$ cat config.mk
export PLATFORM = sky130hd
export DESIGN_NAME = disk_request_lba_to_chs_flat
export DESIGN_NICKNAME = d
export VERILOG_FILES = /design/src/hdl/dltc_pkg.sv /design/src/hdl/dltc_req_if.sv /design/src/hdl/dltc_rsp_if.sv /design/src/hdl/dltc_front.sv /design/src/hdl/dltc_queue.sv /design/src/hdl/dltc_div.sv /design/src/hdl/dltc_back.sv /design/src/hdl/disk_request_lba_to_chs.sv /design/src/flat_wrapper.sv
export SDC_FILE = /design/constraint.sdc
export NUM_CORES = 1
export LEC_CHECK = 0
export BUFFER_PORTS_ARGS = -buffer_cell sky130_fd_sc_hd__buf_2
export CELL_PAD_IN_SITES_DETAIL_PLACEMENT = 1
export CELL_PAD_IN_SITES_GLOBAL_PLACEMENT = 1
export CORE_MARGIN = 5
export CORE_UTILIZATION = 51
export CTS_CLUSTER_DIAMETER = 60
export CTS_CLUSTER_SIZE = 8
export DETAILED_ROUTE_END_ITERATION = 16
export GPL_TIMING_DRIVEN = 0
export PLACE_DENSITY = 0.78
export SKIP_CTS_REPAIR_TIMING = 1
export SYNTH_ARGS = -nofsm -noshare
export SYNTH_HDL_FRONTEND = slang
export SYNTH_SLANG_ARGS = --single-unit
$ cat constraint.sdc
create_clock -name clk -period 26.1 [get_ports clk]
set_clock_uncertainty 0.2 [all_clocks]
set_input_delay 5.22 -clock clk [delete_from_list [all_inputs] [get_ports clk]]
set_output_delay 5.22 -clock clk [all_outputs]
set_load 0.01 [all_outputs]
$ cat src/hdl/dltc_pkg.sv
`timescale 1ns / 1ps
// ----------------------------------------------------------------------------
// dltc_pkg: shared types and constants
// Field widths, register indexes and the words passed between the front,
// the queue and the back of the LBA to CHS translator.
// ----------------------------------------------------------------------------
package dltc_pkg;

  localparam int NUM_DRIVES_DEF      = 2;
  localparam int PARTS_PER_DRIVE_DEF = 5;

  localparam int MINOR_W  = 8;
  localparam int START_W  = 28;
  localparam int COUNT_W  = 8;
  localparam int DRVCNT_W = 2;
  localparam int SPT_W    = 8;
  localparam int HEADS_W  = 5;
  localparam int CYL_W    = 16;
  localparam int SECT_W   = 8;
  localparam int HEAD_W   = 4;
  localparam int CH_W     = CYL_W + HEADS_W;   // cylinders * heads
  localparam int SIZE_W   = CH_W + SPT_W;      // whole-disk size

  localparam int ADDR_W   = 5;
  localparam int DATA_W   = 32;

  localparam int QUEUE_DEPTH = 4;
  localparam int DIV_STEPS   = 7;             // quotient bits per divider cycle

  typedef enum logic [2:0] {
    REG_DRIVE_COUNT = 3'd0,
    REG_SPT_A       = 3'd1,
    REG_HEADS_A     = 3'd2,
    REG_CYL_A       = 3'd3,
    REG_SPT_B       = 3'd4,
    REG_HEADS_B     = 3'd5,
    REG_CYL_B       = 3'd6
  } reg_idx_t;

  typedef struct packed {
    logic [DRVCNT_W-1:0] drive_count;
    logic [SPT_W-1:0]    spt_a;
    logic [HEADS_W-1:0]  heads_a;
    logic [CYL_W-1:0]    cyl_a;
    logic [SPT_W-1:0]    spt_b;
    logic [HEADS_W-1:0]  heads_b;
    logic [CYL_W-1:0]    cyl_b;
  } cfg_t;

  // classified request, front to back
  typedef struct packed {
    logic                accepted;
    logic                drive;
    logic [START_W-1:0]  start;
    logic [SPT_W-1:0]    spt;
    logic [HEADS_W-1:0]  heads;
    logic [COUNT_W-1:0]  count;
    logic                wr;
  } req_t;

  typedef struct packed {
    logic               accepted;
    logic               drive;
    logic [SECT_W-1:0]  sector_number;
    logic [HEAD_W-1:0]  head_number;
    logic [CYL_W-1:0]   cylinder_number;
    logic [COUNT_W-1:0] count_out;
    logic               write_out;
  } rsp_t;

endpackage

$ cat src/hdl/dltc_req_if.sv
`timescale 1ns / 1ps
// ----------------------------------------------------------------------------
// dltc_req_if: disk request channel
// valid/ready channel carrying one disk request word.
// ----------------------------------------------------------------------------
interface dltc_req_if;
  import dltc_pkg::*;

  logic               valid;
  logic               ready;
  logic [MINOR_W-1:0] minor_device;
  logic [START_W-1:0] start_lba;
  logic [COUNT_W-1:0] sector_count;
  logic               is_write;

  modport source (output valid, minor_device, start_lba, sector_count, is_write,
                  input ready);
  modport sink   (input valid, minor_device, start_lba, sector_count, is_write,
                  output ready);
endinterface

$ cat src/hdl/dltc_rsp_if.sv
`timescale 1ns / 1ps
// ----------------------------------------------------------------------------
// dltc_rsp_if: translation result channel
// valid/ready channel carrying one CHS result word.
// ----------------------------------------------------------------------------
interface dltc_rsp_if;
  import dltc_pkg::*;

  logic               valid;
  logic               ready;
  logic               accepted;
  logic               drive;
  logic [SECT_W-1:0]  sector_number;
  logic [HEAD_W-1:0]  head_number;
  logic [CYL_W-1:0]   cylinder_number;
  logic [COUNT_W-1:0] count_out;
  logic               write_out;

  modport source (output valid, accepted, drive, sector_number, head_number,
                  cylinder_number, count_out, write_out, input ready);
  modport sink   (input valid, accepted, drive, sector_number, head_number,
                  cylinder_number, count_out, write_out, output ready);
endinterface

$ cat src/hdl/dltc_front.sv
`timescale 1ns / 1ps
// ----------------------------------------------------------------------------
// dltc_front: request classifier
// Decodes the minor number, selects the drive geometry and checks the
// request against the whole-disk size. One register stage, then the
// size multiply and range compare feed the queue.
// ----------------------------------------------------------------------------
module dltc_front #(
  parameter int NUM_DRIVES      = dltc_pkg::NUM_DRIVES_DEF,
  parameter int PARTS_PER_DRIVE = dltc_pkg::PARTS_PER_DRIVE_DEF
) (
  input  logic                         clk,
  input  logic                         rst,
  input  dltc_pkg::cfg_t               cfg,
  input  logic                         in_valid,
  output logic                         in_ready,
  input  logic [dltc_pkg::MINOR_W-1:0] minor_device,
  input  logic [dltc_pkg::START_W-1:0] start_lba,
  input  logic [dltc_pkg::COUNT_W-1:0] sector_count,
  input  logic                         is_write,
  output logic                         out_valid,
  input  logic                         out_ready,
  output dltc_pkg::req_t               out_word
);
  import dltc_pkg::*;

  logic [DRVCNT_W-1:0] drv_count_eff;
  logic [3:0]          minor_limit;
  logic                in_range;
  logic                drv_hi;
  logic                whole_disk;
  logic [SPT_W-1:0]    spt_sel;
  logic [HEADS_W-1:0]  heads_sel;
  logic [CYL_W-1:0]    cyl_sel;
  logic                load;

  logic                s1_valid;
  logic                s1_part_ok;
  logic                s1_drive;
  logic [CH_W-1:0]     s1_cyl_heads;
  logic [SPT_W-1:0]    s1_spt;
  logic [HEADS_W-1:0]  s1_heads;
  logic [START_W-1:0]  s1_start;
  logic [COUNT_W-1:0]  s1_count;
  logic                s1_wr;

  logic [SIZE_W-1:0]   disk_size;
  logic [SIZE_W-1:0]   need;

  always_comb begin
    drv_count_eff = (cfg.drive_count > DRVCNT_W'(NUM_DRIVES)) ?
                    DRVCNT_W'(NUM_DRIVES) : cfg.drive_count;
    minor_limit   = 4'(drv_count_eff) * 4'(PARTS_PER_DRIVE);
    in_range      = minor_device < MINOR_W'(minor_limit);
    // in range implies minor below two drives' worth of partitions
    drv_hi        = (NUM_DRIVES > 1) && (minor_device >= MINOR_W'(PARTS_PER_DRIVE));
    whole_disk    = (minor_device == '0) ||
                    (minor_device == MINOR_W'(PARTS_PER_DRIVE));
    spt_sel       = drv_hi ? cfg.spt_b   : cfg.spt_a;
    heads_sel     = drv_hi ? cfg.heads_b : cfg.heads_a;
    cyl_sel       = drv_hi ? cfg.cyl_b   : cfg.cyl_a;
  end

  assign in_ready = !s1_valid || out_ready;
  assign load     = in_valid && in_ready;

  always_ff @(posedge clk) begin
    if (rst) begin
      s1_valid <= 1'b0;
    end else if (in_ready) begin
      s1_valid <= in_valid;
    end
  end

  always_ff @(posedge clk) begin
    if (load) begin
      s1_part_ok   <= in_range && whole_disk;
      s1_drive     <= drv_hi;
      s1_cyl_heads <= CH_W'(cyl_sel) * CH_W'(heads_sel);
      s1_spt       <= spt_sel;
      s1_heads     <= heads_sel;
      s1_start     <= start_lba;
      s1_count     <= sector_count;
      s1_wr        <= is_write;
    end
  end

  always_comb begin
    disk_size = SIZE_W'(s1_cyl_heads) * SIZE_W'(s1_spt);
    need      = SIZE_W'(s1_start) + SIZE_W'(2);
    out_word.accepted = s1_part_ok && (need <= disk_size);
    out_word.drive    = s1_drive;
    out_word.start    = s1_start;
    out_word.spt      = s1_spt;
    out_word.heads    = s1_heads;
    out_word.count    = s1_count;
    out_word.wr       = s1_wr;
  end

  assign out_valid = s1_valid;

endmodule

$ cat src/hdl/dltc_queue.sv
`timescale 1ns / 1ps
// ----------------------------------------------------------------------------
// dltc_queue: request queue
// Small flip-flop FIFO between the classifier and the translator.
// ----------------------------------------------------------------------------
module dltc_queue (
  input  logic           clk,
  input  logic           rst,
  input  logic           in_valid,
  output logic           in_ready,
  input  dltc_pkg::req_t in_word,
  output logic           out_valid,
  input  logic           out_ready,
  output dltc_pkg::req_t out_word
);
  import dltc_pkg::*;

  localparam int AW = $clog2(QUEUE_DEPTH);

  req_t          mem [QUEUE_DEPTH];
  logic [AW-1:0] wr_ptr;
  logic [AW-1:0] rd_ptr;
  logic [AW:0]   fill;
  logic          push;
  logic          pop;

  assign in_ready  = fill != (AW+1)'(QUEUE_DEPTH);
  assign out_valid = fill != '0;
  assign push      = in_valid && in_ready;
  assign pop       = out_valid && out_ready;
  assign out_word  = mem[rd_ptr];

  always_ff @(posedge clk) begin
    if (rst) begin
      wr_ptr <= '0;
      rd_ptr <= '0;
      fill   <= '0;
    end else begin
      if (push) wr_ptr <= wr_ptr + AW'(1);
      if (pop)  rd_ptr <= rd_ptr + AW'(1);
      if (push && !pop)      fill <= fill + (AW+1)'(1);
      else if (pop && !push) fill <= fill - (AW+1)'(1);
    end
  end

  always_ff @(posedge clk) begin
    if (push) mem[wr_ptr] <= in_word;
  end

endmodule

$ cat src/hdl/dltc_div.sv
`timescale 1ns / 1ps
// ----------------------------------------------------------------------------
// dltc_div: iterative unsigned divider
// Restoring division, DIV_STEPS quotient bits per cycle; the loading cycle
// already does the first group. A tag rides along with the operands.
// ----------------------------------------------------------------------------
module dltc_div #(
  parameter int N     = 28,
  parameter int D     = 8,
  parameter int TAG_W = 1
) (
  input  logic             clk,
  input  logic             rst,
  input  logic             in_valid,
  output logic             in_ready,
  input  logic [N-1:0]     in_dividend,
  input  logic [D-1:0]     in_divisor,
  input  logic [TAG_W-1:0] in_tag,
  output logic             out_valid,
  input  logic             out_ready,
  output logic [N-1:0]     out_quot,
  output logic [D-1:0]     out_rem,
  output logic [TAG_W-1:0] out_tag
);
  import dltc_pkg::*;

  localparam int S    = DIV_STEPS;
  localparam int ITER = (N + S - 1) / S;      // two or more
  localparam int NP   = ITER * S;
  localparam int CW   = $clog2(ITER);

  function automatic logic [D+S-1:0] div_group(input logic [D-1:0] r_in,
                                               input logic [S-1:0] bits,
                                               input logic [D-1:0] dv);
    logic [D-1:0] r;
    logic [D:0]   t;
    logic [S-1:0] qb;
    r  = r_in;
    qb = '0;
    for (int i = S - 1; i >= 0; i--) begin
      t = {r, bits[i]};
      if (t >= {1'b0, dv}) begin
        r     = D'(t - {1'b0, dv});
        qb[i] = 1'b1;
      end else begin
        r = t[D-1:0];
      end
    end
    return {r, qb};
  endfunction

  logic              busy;
  logic [CW-1:0]     cnt;
  logic [D-1:0]      rem;
  logic [NP-1:0]     quo;
  logic [D-1:0]      dvs;
  logic [TAG_W-1:0]  tag;
  logic              load;

  logic [D-1:0]      src_rem;
  logic [NP-1:0]     src_quo;
  logic [D-1:0]      src_dvs;
  logic [D+S-1:0]    grp;
  logic [D-1:0]      rem_next;
  logic [NP-1:0]     quo_next;

  assign in_ready = !busy && (!out_valid || out_ready);
  assign load     = in_valid && in_ready;

  always_comb begin
    src_rem  = load ? '0 : rem;
    src_quo  = load ? NP'(in_dividend) : quo;
    src_dvs  = load ? in_divisor : dvs;
    grp      = div_group(src_rem, src_quo[NP-1 -: S], src_dvs);
    rem_next = grp[D+S-1:S];
    // dividend bits leave at the top, quotient bits enter at the bottom
    quo_next = {src_quo[NP-S-1:0], grp[S-1:0]};
  end

  always_ff @(posedge clk) begin
    if (rst) begin
      busy      <= 1'b0;
      cnt       <= '0;
      out_valid <= 1'b0;
    end else begin
      if (out_valid && out_ready) out_valid <= 1'b0;
      if (load) begin
        busy <= 1'b1;
        cnt  <= CW'(ITER - 1);
      end else if (busy) begin
        cnt <= cnt - CW'(1);
        if (cnt == CW'(1)) begin
          busy      <= 1'b0;
          out_valid <= 1'b1;
        end
      end
    end
  end

  always_ff @(posedge clk) begin
    if (load || busy) begin
      rem <= rem_next;
      quo <= quo_next;
    end
    if (load) begin
      dvs <= in_divisor;
      tag <= in_tag;
    end
  end

  assign out_quot = quo[N-1:0];
  assign out_rem  = rem;
  assign out_tag  = tag;

endmodule

$ cat src/hdl/dltc_back.sv
`timescale 1ns / 1ps
// ----------------------------------------------------------------------------
// dltc_back: CHS translator
// Two chained dividers (start / sectors per track, then track / heads)
// and an output register that zeroes rejected results.
// ----------------------------------------------------------------------------
module dltc_back (
  input  logic           clk,
  input  logic           rst,
  input  logic           in_valid,
  output logic           in_ready,
  input  dltc_pkg::req_t in_word,
  output logic           out_valid,
  input  logic           out_ready,
  output dltc_pkg::rsp_t out_word
);
  import dltc_pkg::*;

  typedef struct packed {
    logic               accepted;
    logic               drive;
    logic [HEADS_W-1:0] heads;
    logic [COUNT_W-1:0] count;
    logic               wr;
  } tag1_t;

  typedef struct packed {
    logic               accepted;
    logic               drive;
    logic [SECT_W-1:0]  sector;
    logic [COUNT_W-1:0] count;
    logic               wr;
  } tag2_t;

  tag1_t              tag1_in;
  tag1_t              tag1_out;
  tag2_t              tag2_in;
  tag2_t              tag2_out;
  logic               d1_valid;
  logic               d1_ready;
  logic [START_W-1:0] track;
  logic [SPT_W-1:0]   sect_rem;
  logic               d2_valid;
  logic               d2_ready;
  logic [START_W-1:0] cyl_quot;
  logic [HEADS_W-1:0] head_rem;
  logic               take;

  always_comb begin
    tag1_in.accepted = in_word.accepted;
    tag1_in.drive    = in_word.drive;
    tag1_in.heads    = in_word.heads;
    tag1_in.count    = in_word.count;
    tag1_in.wr       = in_word.wr;
  end

  dltc_div #(
    .N     (START_W),
    .D     (SPT_W),
    .TAG_W ($bits(tag1_t))
  ) u_div_track (
    .clk         (clk),
    .rst         (rst),
    .in_valid    (in_valid),
    .in_ready    (in_ready),
    .in_dividend (in_word.start),
    .in_divisor  (in_word.spt),
    .in_tag      (tag1_in),
    .out_valid   (d1_valid),
    .out_ready   (d1_ready),
    .out_quot    (track),
    .out_rem     (sect_rem),
    .out_tag     (tag1_out)
  );

  always_comb begin
    tag2_in.accepted = tag1_out.accepted;
    tag2_in.drive    = tag1_out.drive;
    tag2_in.sector   = SECT_W'(sect_rem + SPT_W'(1));   // sectors count from one
    tag2_in.count    = tag1_out.count;
    tag2_in.wr       = tag1_out.wr;
  end

  dltc_div #(
    .N     (START_W),
    .D     (HEADS_W),
    .TAG_W ($bits(tag2_t))
  ) u_div_cyl (
    .clk         (clk),
    .rst         (rst),
    .in_valid    (d1_valid),
    .in_ready    (d1_ready),
    .in_dividend (track),
    .in_divisor  (tag1_out.heads),
    .in_tag      (tag2_in),
    .out_valid   (d2_valid),
    .out_ready   (d2_ready),
    .out_quot    (cyl_quot),
    .out_rem     (head_rem),
    .out_tag     (tag2_out)
  );

  assign d2_ready = !out_valid || out_ready;
  assign take     = d2_valid && d2_ready;

  always_ff @(posedge clk) begin
    if (rst) begin
      out_valid <= 1'b0;
    end else if (d2_ready) begin
      out_valid <= d2_valid;
    end
  end

  always_ff @(posedge clk) begin
    if (take) begin
      if (tag2_out.accepted) begin
        out_word.accepted        <= 1'b1;
        out_word.drive           <= tag2_out.drive;
        out_word.sector_number   <= tag2_out.sector;
        out_word.head_number     <= head_rem[HEAD_W-1:0];
        out_word.cylinder_number <= cyl_quot[CYL_W-1:0];
        out_word.count_out       <= tag2_out.count;
        out_word.write_out       <= tag2_out.wr;
      end else begin
        out_word <= '0;
      end
    end
  end

endmodule

$ cat src/hdl/disk_request_lba_to_chs.sv
`timescale 1ns / 1ps
// ----------------------------------------------------------------------------
// disk_request_lba_to_chs: disk request LBA to CHS translator
// Checks each request against the drive geometry and turns the start
// sector into drive, 1-based sector, head and cylinder.
//
//   channel  dir  handshake      word
//   req      in   valid/ready    minor_device, start_lba, sector_count,
//                                is_write
//   rsp      out  valid/ready    accepted, drive, sector_number, head_number,
//                                cylinder_number, count_out, write_out
//   apb      in   psel/penable   geometry registers at byte address 4*index
//
// One result word per request. Each of the translator's two dividers works
// 7 quotient bits per cycle over 28 bits and takes no new word until it is
// done with the last. The classifier and a 4-word queue keep taking requests
// while the translator or the rsp side stalls, until the queue is full.
// Synchronous reset clears all control state and sets the geometry
// registers to their reset values.
// ----------------------------------------------------------------------------
module disk_request_lba_to_chs #(
  parameter int NUM_DRIVES      = dltc_pkg::NUM_DRIVES_DEF,
  parameter int PARTS_PER_DRIVE = dltc_pkg::PARTS_PER_DRIVE_DEF
) (
  input  logic                        clk,
  input  logic                        rst,
  dltc_req_if.sink                    req,
  dltc_rsp_if.source                  rsp,
  input  logic                        psel,
  input  logic                        penable,
  input  logic                        pwrite,
  input  logic [dltc_pkg::ADDR_W-1:0] paddr,
  input  logic [dltc_pkg::DATA_W-1:0] pwdata,
  output logic [dltc_pkg::DATA_W-1:0] prdata,
  output logic                        pready
);
  import dltc_pkg::*;

  cfg_t     cfg;
  reg_idx_t reg_idx;
  logic     cfg_wr;

  logic     q_in_valid;
  logic     q_in_ready;
  req_t     q_in_word;
  logic     q_out_valid;
  logic     q_out_ready;
  req_t     q_out_word;
  rsp_t     rsp_word;

  assign pready  = 1'b1;
  assign cfg_wr  = psel && penable && pwrite;
  assign reg_idx = reg_idx_t'(paddr[ADDR_W-1:2]);

  always_ff @(posedge clk) begin
    if (rst) begin
      cfg.drive_count <= '0;
      cfg.spt_a       <= SPT_W'(1);
      cfg.heads_a     <= HEADS_W'(1);
      cfg.cyl_a       <= '0;
      cfg.spt_b       <= SPT_W'(1);
      cfg.heads_b     <= HEADS_W'(1);
      cfg.cyl_b       <= '0;
    end else if (cfg_wr) begin
      unique case (reg_idx)
        REG_DRIVE_COUNT: cfg.drive_count <= pwdata[DRVCNT_W-1:0];
        REG_SPT_A:       cfg.spt_a       <= pwdata[SPT_W-1:0];
        REG_HEADS_A:     cfg.heads_a     <= pwdata[HEADS_W-1:0];
        REG_CYL_A:       cfg.cyl_a       <= pwdata[CYL_W-1:0];
        REG_SPT_B:       cfg.spt_b       <= pwdata[SPT_W-1:0];
        REG_HEADS_B:     cfg.heads_b     <= pwdata[HEADS_W-1:0];
        REG_CYL_B:       cfg.cyl_b       <= pwdata[CYL_W-1:0];
        default: ;
      endcase
    end
  end

  always_comb begin
    unique case (reg_idx)
      REG_DRIVE_COUNT: prdata = DATA_W'(cfg.drive_count);
      REG_SPT_A:       prdata = DATA_W'(cfg.spt_a);
      REG_HEADS_A:     prdata = DATA_W'(cfg.heads_a);
      REG_CYL_A:       prdata = DATA_W'(cfg.cyl_a);
      REG_SPT_B:       prdata = DATA_W'(cfg.spt_b);
      REG_HEADS_B:     prdata = DATA_W'(cfg.heads_b);
      REG_CYL_B:       prdata = DATA_W'(cfg.cyl_b);
      default:         prdata = '0;
    endcase
  end

  dltc_front #(
    .NUM_DRIVES      (NUM_DRIVES),
    .PARTS_PER_DRIVE (PARTS_PER_DRIVE)
  ) u_front (
    .clk          (clk),
    .rst          (rst),
    .cfg          (cfg),
    .in_valid     (req.valid),
    .in_ready     (req.ready),
    .minor_device (req.minor_device),
    .start_lba    (req.start_lba),
    .sector_count (req.sector_count),
    .is_write     (req.is_write),
    .out_valid    (q_in_valid),
    .out_ready    (q_in_ready),
    .out_word     (q_in_word)
  );

  dltc_queue u_queue (
    .clk       (clk),
    .rst       (rst),
    .in_valid  (q_in_valid),
    .in_ready  (q_in_ready),
    .in_word   (q_in_word),
    .out_valid (q_out_valid),
    .out_ready (q_out_ready),
    .out_word  (q_out_word)
  );

  dltc_back u_back (
    .clk       (clk),
    .rst       (rst),
    .in_valid  (q_out_valid),
    .in_ready  (q_out_ready),
    .in_word   (q_out_word),
    .out_valid (rsp.valid),
    .out_ready (rsp.ready),
    .out_word  (rsp_word)
  );

  assign rsp.accepted        = rsp_word.accepted;
  assign rsp.drive           = rsp_word.drive;
  assign rsp.sector_number   = rsp_word.sector_number;
  assign rsp.head_number     = rsp_word.head_number;
  assign rsp.cylinder_number = rsp_word.cylinder_number;
  assign rsp.count_out       = rsp_word.count_out;
  assign rsp.write_out       = rsp_word.write_out;

endmodule
$ cat src/flat_wrapper.sv
// flat-port wrapper written by rule: the top's interface ports become plain ports
module disk_request_lba_to_chs_flat import dltc_pkg::*;
#(
  parameter int NUM_DRIVES      = dltc_pkg::NUM_DRIVES_DEF,
  parameter int PARTS_PER_DRIVE = dltc_pkg::PARTS_PER_DRIVE_DEF
)
  (clk, rst, psel, penable, pwrite, paddr, pwdata, prdata, pready, req_valid, req_minor_device, req_start_lba, req_sector_count, req_is_write, req_ready, rsp_valid, rsp_accepted, rsp_drive, rsp_sector_number, rsp_head_number, rsp_cylinder_number, rsp_count_out, rsp_write_out, rsp_ready);
  dltc_req_if req_i ();
  dltc_rsp_if rsp_i ();
  input  logic clk;
  input  logic rst;
  input  logic psel;
  input  logic penable;
  input  logic pwrite;
  input  logic [dltc_pkg::ADDR_W-1:0] paddr;
  input  logic [dltc_pkg::DATA_W-1:0] pwdata;
  output logic [dltc_pkg::DATA_W-1:0] prdata;
  output logic pready;
  input wire logic [$bits(req_i.valid)-1:0] req_valid;
  input wire logic [$bits(req_i.minor_device)-1:0] req_minor_device;
  input wire logic [$bits(req_i.start_lba)-1:0] req_start_lba;
  input wire logic [$bits(req_i.sector_count)-1:0] req_sector_count;
  input wire logic [$bits(req_i.is_write)-1:0] req_is_write;
  output wire logic [$bits(req_i.ready)-1:0] req_ready;
  output wire logic [$bits(rsp_i.valid)-1:0] rsp_valid;
  output wire logic [$bits(rsp_i.accepted)-1:0] rsp_accepted;
  output wire logic [$bits(rsp_i.drive)-1:0] rsp_drive;
  output wire logic [$bits(rsp_i.sector_number)-1:0] rsp_sector_number;
  output wire logic [$bits(rsp_i.head_number)-1:0] rsp_head_number;
  output wire logic [$bits(rsp_i.cylinder_number)-1:0] rsp_cylinder_number;
  output wire logic [$bits(rsp_i.count_out)-1:0] rsp_count_out;
  output wire logic [$bits(rsp_i.write_out)-1:0] rsp_write_out;
  input wire logic [$bits(rsp_i.ready)-1:0] rsp_ready;
  assign req_i.valid = req_valid;
  assign req_i.minor_device = req_minor_device;
  assign req_i.start_lba = req_start_lba;
  assign req_i.sector_count = req_sector_count;
  assign req_i.is_write = req_is_write;
  assign req_ready = req_i.ready;
  assign rsp_valid = rsp_i.valid;
  assign rsp_accepted = rsp_i.accepted;
  assign rsp_drive = rsp_i.drive;
  assign rsp_sector_number = rsp_i.sector_number;
  assign rsp_head_number = rsp_i.head_number;
  assign rsp_cylinder_number = rsp_i.cylinder_number;
  assign rsp_count_out = rsp_i.count_out;
  assign rsp_write_out = rsp_i.write_out;
  assign rsp_i.ready = rsp_ready;
  disk_request_lba_to_chs #(.NUM_DRIVES(NUM_DRIVES), .PARTS_PER_DRIVE(PARTS_PER_DRIVE)) u_core (.clk(clk), .rst(rst), .req(req_i), .rsp(rsp_i), .psel(psel), .penable(penable), .pwrite(pwrite), .paddr(paddr), .pwdata(pwdata), .prdata(prdata), .pready(pready));
endmodule
==> results of run 1 <==
cell type report:
type,instances,area [sq um],share of cell area
Inverter,243,912,0.0248
Clock buffer,123,2150,0.0585
Antenna cell,1,2.50,0.0000681
Clock inverter,14,200,0.00544
Sequential cell,516,14600,0.396
Buffer,97,474,0.0129
Multi-Input combinational cell,1920,16700,0.453
Timing Repair Buffer,133,727,0.0198
Tap cell,846,1060,0.0288
final timing paths:
| kind | endpoint | slack [ps] | cells past startpoint |
|---|---|---|---|
| max | u_core.u_back.u_div_track.out_rem[5]$_DFFE_PP_ | 1350 | 80 |
| min | u_core.u_back.u_div_cyl.out_tag[6]$_DFFE_PP_ | 220 | 0 |
| max reg2reg | u_core.u_back.u_div_track.out_rem[5]$_DFFE_PP_ | 5450 | 77 |
| min reg2reg | u_core.u_back.u_div_cyl.out_tag[6]$_DFFE_PP_ | 220 | 0 |
routing by layer:
layer	GRT usage	share of wire	wire (microns)
met1	0.302	0.39	34800
met2	0.472	0.53	47600
met3	0.0334	0.037	3270
met4	0.0986	0.039	3460
met5	0	0	0
cell usage in the layout (no fill, tap or decap), drive strengths merged, types with 25 or more instances in the layout:
| master | instances |
|---|---|
| a21o | 32 |
| a21oi | 126 |
| and2 | 143 |
| buf | 168 |
| clkbuf | 185 |
| dfxtp | 92 |
| edfxtp | 424 |
| fa | 171 |
| ha | 209 |
| inv | 244 |
| mux2 | 80 |
| mux2i | 102 |
| mux4 | 53 |
| nand2 | 316 |
| nand3 | 35 |
| nand4 | 25 |
| nor2 | 164 |
| nor2b | 32 |
| o21ai | 52 |
| xnor2 | 90 |
| xor2 | 44 |
flip-flops by register name, indices dropped and copies added, names as in the netlist, 5 cells and up, named ones only:
register	flops
u_core.u_queue.mem	208
u_core.u_front.s1_start	28
u_core.u_front.s1_heads	5
u_core.u_front.s1_spt	8
u_core.u_back.out_word	39
u_core.u_back.u_div_track.dvs	8
u_core.u_back.u_div_track.out_tag	16
u_core.u_back.u_div_track.out_rem	8
u_core.u_front.s1_cyl_heads	21
u_core.u_front.s1_count	8
u_core.u_back.u_div_cyl.out_rem	5
u_core.u_back.u_div_track.out_quot	28
u_core.u_back.u_div_cyl.out_tag	19
u_core.u_back.u_div_cyl.out_quot	28
u_core.cfg	60
u_core.u_back.u_div_cyl.dvs	5
logic make-up (layout without fill, tap and decap cells):
family | after synthesis | in the layout | share of synthesized area
simple gates | 804 | 804 | 0.117
flops | 516 | 516 | 0.449
fa+ha+maj | 382 | 382 | 0.187
compound gates | 348 | 348 | 0.0714
buf+inv | 340 | 610 | 0.0424
mux | 235 | 235 | 0.0971
xor+xnor | 134 | 134 | 0.0361
other cells | 2 | 18 | 0.000231
per-stage QoR:
step	TNS, ps	instances	worst slack (ps)	hold slack [ps]	util
finish	0	3893	1350	219	0.583
global route	0	3893	174	221	0.583
CTS	-3080	3888	-503	218	0.582
detailed placement	-7660	3751	-1010	206	0.544
global placement	-6800	3747	-908	203	0.543
floorplan	0	2776	3530	200	-
worst register-to-register path: cells and delay by family, from the launching register on:
family / cells / cell delay (ps)
compound gates: 38 / 8820
buf+inv: 14 / 3190
simple gates: 8 / 1580
flops: 1 / 330
mux: 10 / 4050
fa+ha+maj: 7 / 2240
==> impl_metrics.ini, run 1 <==
[clock_tree]
htreeDepth = 3
cts.sinks = 516
clk_latency_ps = 620
cts-buffers-inserted = 78
clkTransAtPathRegs_ps = 50
clockRootBuffer = clkbuf_16
cts_tree = done
clk_path_buf_depth = 3

[status]
status = complete, no violations

[place]
dpl.hpwl_microns = 65800
place_area_sq_mm = 0.0343
io_buffers = 125
place_congestion = 0.869

[synthesis]
ys_warn_count = 0
synth_area_leaders = edfxtp_1, fa_1, ha_1, dfxtp_1, mux4_2
async_flop_share = 0
yosysMostFrequentCell = edfxtp_1
ys.flop_type = edfxtp_1
synth-seq-area-share = 0.449
synth-seq-cells = 516
syn-instance-count = 2761
synth-edff-count = 424
yosysTopAreaCell = edfxtp_1
syn_area_per_cell_sq_um = 11.8
syn-cell-area_sq_mm = 0.0325
yosysUniqueCellTypes = 91
synth_commonest_cells = edfxtp_1, nand2_1, inv_1
synth_top_cell_area_share = 0.392

[floorplan]
die_y_microns = 262
core_area_sq_mm = 0.0631
start_util = 0.515
die_x_microns = 262
ioPinCount = 163
dieArea_sq_mm = 0.0688
num_rows = 92

[sta]
finalMaxSlewViolations = 0
rsz0062_at_grt = no
worstMarginPinSlew_ps = 1280
final-setup-viol-count = 0
fmax_ghz = 0.0404
fin_crit_ps = 24750
slew_headroom = 0.141
hold_violations = 0
fin_crit_sh = 0.948

[cells_and_area]
fin_area_sq_mm = 0.0368
drive_gt1_frac = 0.141
nFillCells = 6573
syn_to_final_growth_pct = 13.2
final_nets = 3458

[global_routing]
grt_pass1_vias = 25000
antenna_found_initial = 3
grt_overflow = 0
grt_usage = 0.255
grt_first_pass_wirelength_microns = 140000
grt_max_degree = 53

[drt]
drt-total-wl_microns = 89200
drc = 0
first_pass_iters = 5
viasPerCell = 5.72
wire_per_inst_microns = 22.9
dr.first_iter.drc_count = 1353
antenna_left = 0
vias = 22300

[critical_path]
cp_common_cell = ha_1
crit_path_start_kind = input port
critPathMaxStageDelay_ps = 490
worst_ep_arrival_time_ps = 24890
criticalPathCategory = in -> reg
worstPathRequired_ps = 26240
crit_buf_inv = 14
cp-startpoint = rsp_ready
end_kind = register
cpMaxStageDelayCell = nor3_2
path_delay_family = compound AO/OA/AOI/OAI gates
crit_fanout = 25

[hold_path]
hold_class = reg -> reg
min_from = u_core.u_back.u_div_track.out_tag[6]$_DFFE_PN_

[job]
max_cap_violations = 0
Power of run 1 is left out: the tool's default activity adds up to more than one toggle a clock period on the data nets, which glitch-free logic cannot reach.
==> run 2, diff against run 1 <==
--- a/config.mk
+++ b/config.mk
@@ -10,6 +10,7 @@
 export CELL_PAD_IN_SITES_GLOBAL_PLACEMENT = 1
 export CORE_MARGIN = 5
 export CORE_UTILIZATION = 51
+export CTS_BUF_LIST = sky130_fd_sc_hd__clkbuf_16
 export CTS_CLUSTER_DIAMETER = 60
 export CTS_CLUSTER_SIZE = 8
 export DETAILED_ROUTE_END_ITERATION = 16
==> run 2 against run 1 <==
Against the previous run: register-to-register slack about the same; first-iteration DRC count down 1.8%; worst hold slack got worse by 1.3 ps; non-clock buffer count is 1 higher; final area barely moved; via count about the same; utilization is essentially flat; final cell count about the same; wire length is 0.15% lower; critical path depth up 1; count of clock-buffer cells in the layout shrank 44; maximum frequency barely moved; highest routed layer unchanged.
==> impl_metrics.ini, run 2 (synthesis gave the netlist of run 1 again) <==
[status]
status = complete, no violations

[critical_path]
worstReg2RegEnd = u_core.u_back.u_div_track.out_rem[1]$_DFFE_PP_
criticalPathCategory = in -> reg
crit_path_start_kind = input port
reg2regPathDepth = 77
worstPathRequired_ps = 26240
r2r_slack_ps = 5450
crit_fanout = 10
worst_ep_arrival_time_ps = 24880
end_kind = register
critPathMaxStageDelay_ps = 490
cp_common_cell = ha_1
cpMaxStageDelayCell = o311ai_2

[sta]
hold_slack_ps = 218
finalMaxSlewViolations = 0
fmax_ghz = 0.0404
final-setup-viol-count = 0
rsz0062_at_grt = no
fin_crit_sh = 0.948
slew_headroom = 0.157
layout_setup_ws_ps = 1360
fin_crit_ps = 24740
worstMarginPinSlew_ps = 1260
hold_violations = 0

[clock_tree]
clk_path_buf_depth = 3
cts.sinks = 516
htreeDepth = 3
cts-buffers-inserted = 78
clkTransAtPathRegs_ps = 50
clockRootBuffer = clkbuf_16
cts_tree = done
clk_latency_ps = 620

[global_routing]
grt_usage = 0.255
grt_first_pass_wirelength_microns = 140000
antenna_found_initial = 3
grt_pass1_vias = 25000
grt_max_degree = 53
grt_overflow = 0

[place]
io_buffers = 125
place_ws_ps = -1010
dpl.hpwl_microns = 65800
place_congestion = 0.869
place_area_sq_mm = 0.0343

[floorplan]
dieArea_sq_mm = 0.0688
ioPinCount = 163
start_util = 0.515
core_area_sq_mm = 0.0631
num_rows = 92
die_y_microns = 262
die_x_microns = 262

[hold_path]
min_to = u_core.u_back.u_div_cyl.out_tag[5]$_DFFE_PP_
min_from = u_core.u_back.u_div_track.out_tag[5]$_DFFE_PN_
hold_depth = 0
hold_class = reg -> reg

[cells_and_area]
mostFrequentLayoutCells = edfxtp_1, nand2_1, inv_1
syn_to_final_growth_pct = 13.2
drive_gt1_frac = 0.141
final_nets = 3459
fin_area_sq_mm = 0.0368
final_common_cell = edfxtp_1
reg_top3 = u_core.u_queue.mem: 208 flops, u_core.cfg: 60 flops, u_core.u_back.out_word: 39 flops
finish.utilization = 0.583
largest_reg_flops = 208
largest-register = u_core.u_queue.mem

[drt]
antenna_left = 0
dr.first_iter.drc_count = 1328
first_pass_iters = 5
wire_per_inst_microns = 22.9
vias = 22200
viasPerCell = 5.71
drt-total-wl_microns = 89000
drc = 0

[job]
max_cap_violations = 0
-- run 2: area by class of cell --
| cell class | instances | area, sq um |
|---|---|---|
| inverter | 243 | 912 |
| fill | 6568 | 26300 |
| buffer | 97 | 474 |
| clock buffer | 79 | 1980 |
| multi-input combinational | 1920 | 16700 |
| tap | 846 | 1060 |
| antenna | 1 | 2.50 |
| clock inverter | 58 | 365 |
| sequential | 516 | 14600 |
| timing repair buffer | 134 | 734 |
-- run 2: worst max path at each step --
stage | start | to | slack, ps
2_1_floorplan | rsp_ready | u_core.u_back.u_div_track.out_rem[1]$_DFFE_PP_ | 3530
3_3_place_gp | rsp_ready | u_core.u_back.u_div_track.out_rem[1]$_DFFE_PP_ | -910
3_5_place_dp | rsp_ready | u_core.u_back.u_div_track.out_rem[1]$_DFFE_PP_ | -1010
4_1_cts | rsp_ready | u_core.u_back.u_div_track.out_rem[1]$_DFFE_PP_ | -520
5_1_grt | rsp_ready | u_core.u_back.u_div_track.out_rem[1]$_DFFE_PP_ | 120
6_report | rsp_ready | u_core.u_back.u_div_track.out_rem[1]$_DFFE_PP_ | 1360
-- run 2: per-stage QoR --
stage | setup TNS, ps | std cells
global placement | -6800 | 3747
CTS | -3230 | 3888
finish | 0 | 3894
detailed placement | -7660 | 3751
floorplan | 0 | 2776
global route | 0 | 3894
-- run 2: per-layer routing --
metal  up-vias  GRT usage  wire length [microns]
li1      10100          -                      -
met1     11400      0.303                  34900
met2       533      0.473                  47400
met3       184     0.0320                   3270
met4         0     0.0957                   3400
met5         -          0                      0
-- run 2: worst max-delay path: cells and delay by family --
kind | cells | cell delay, ps
AO/OA/AOI/OAI | 39 | 9060
adder cells (fa/ha/maj) | 7 | 2080
buffers and inverters | 15 | 2800
multiplexers | 9 | 3110
AND/OR/NAND/NOR | 11 | 2550
Power of run 2 is left out for the same reason.
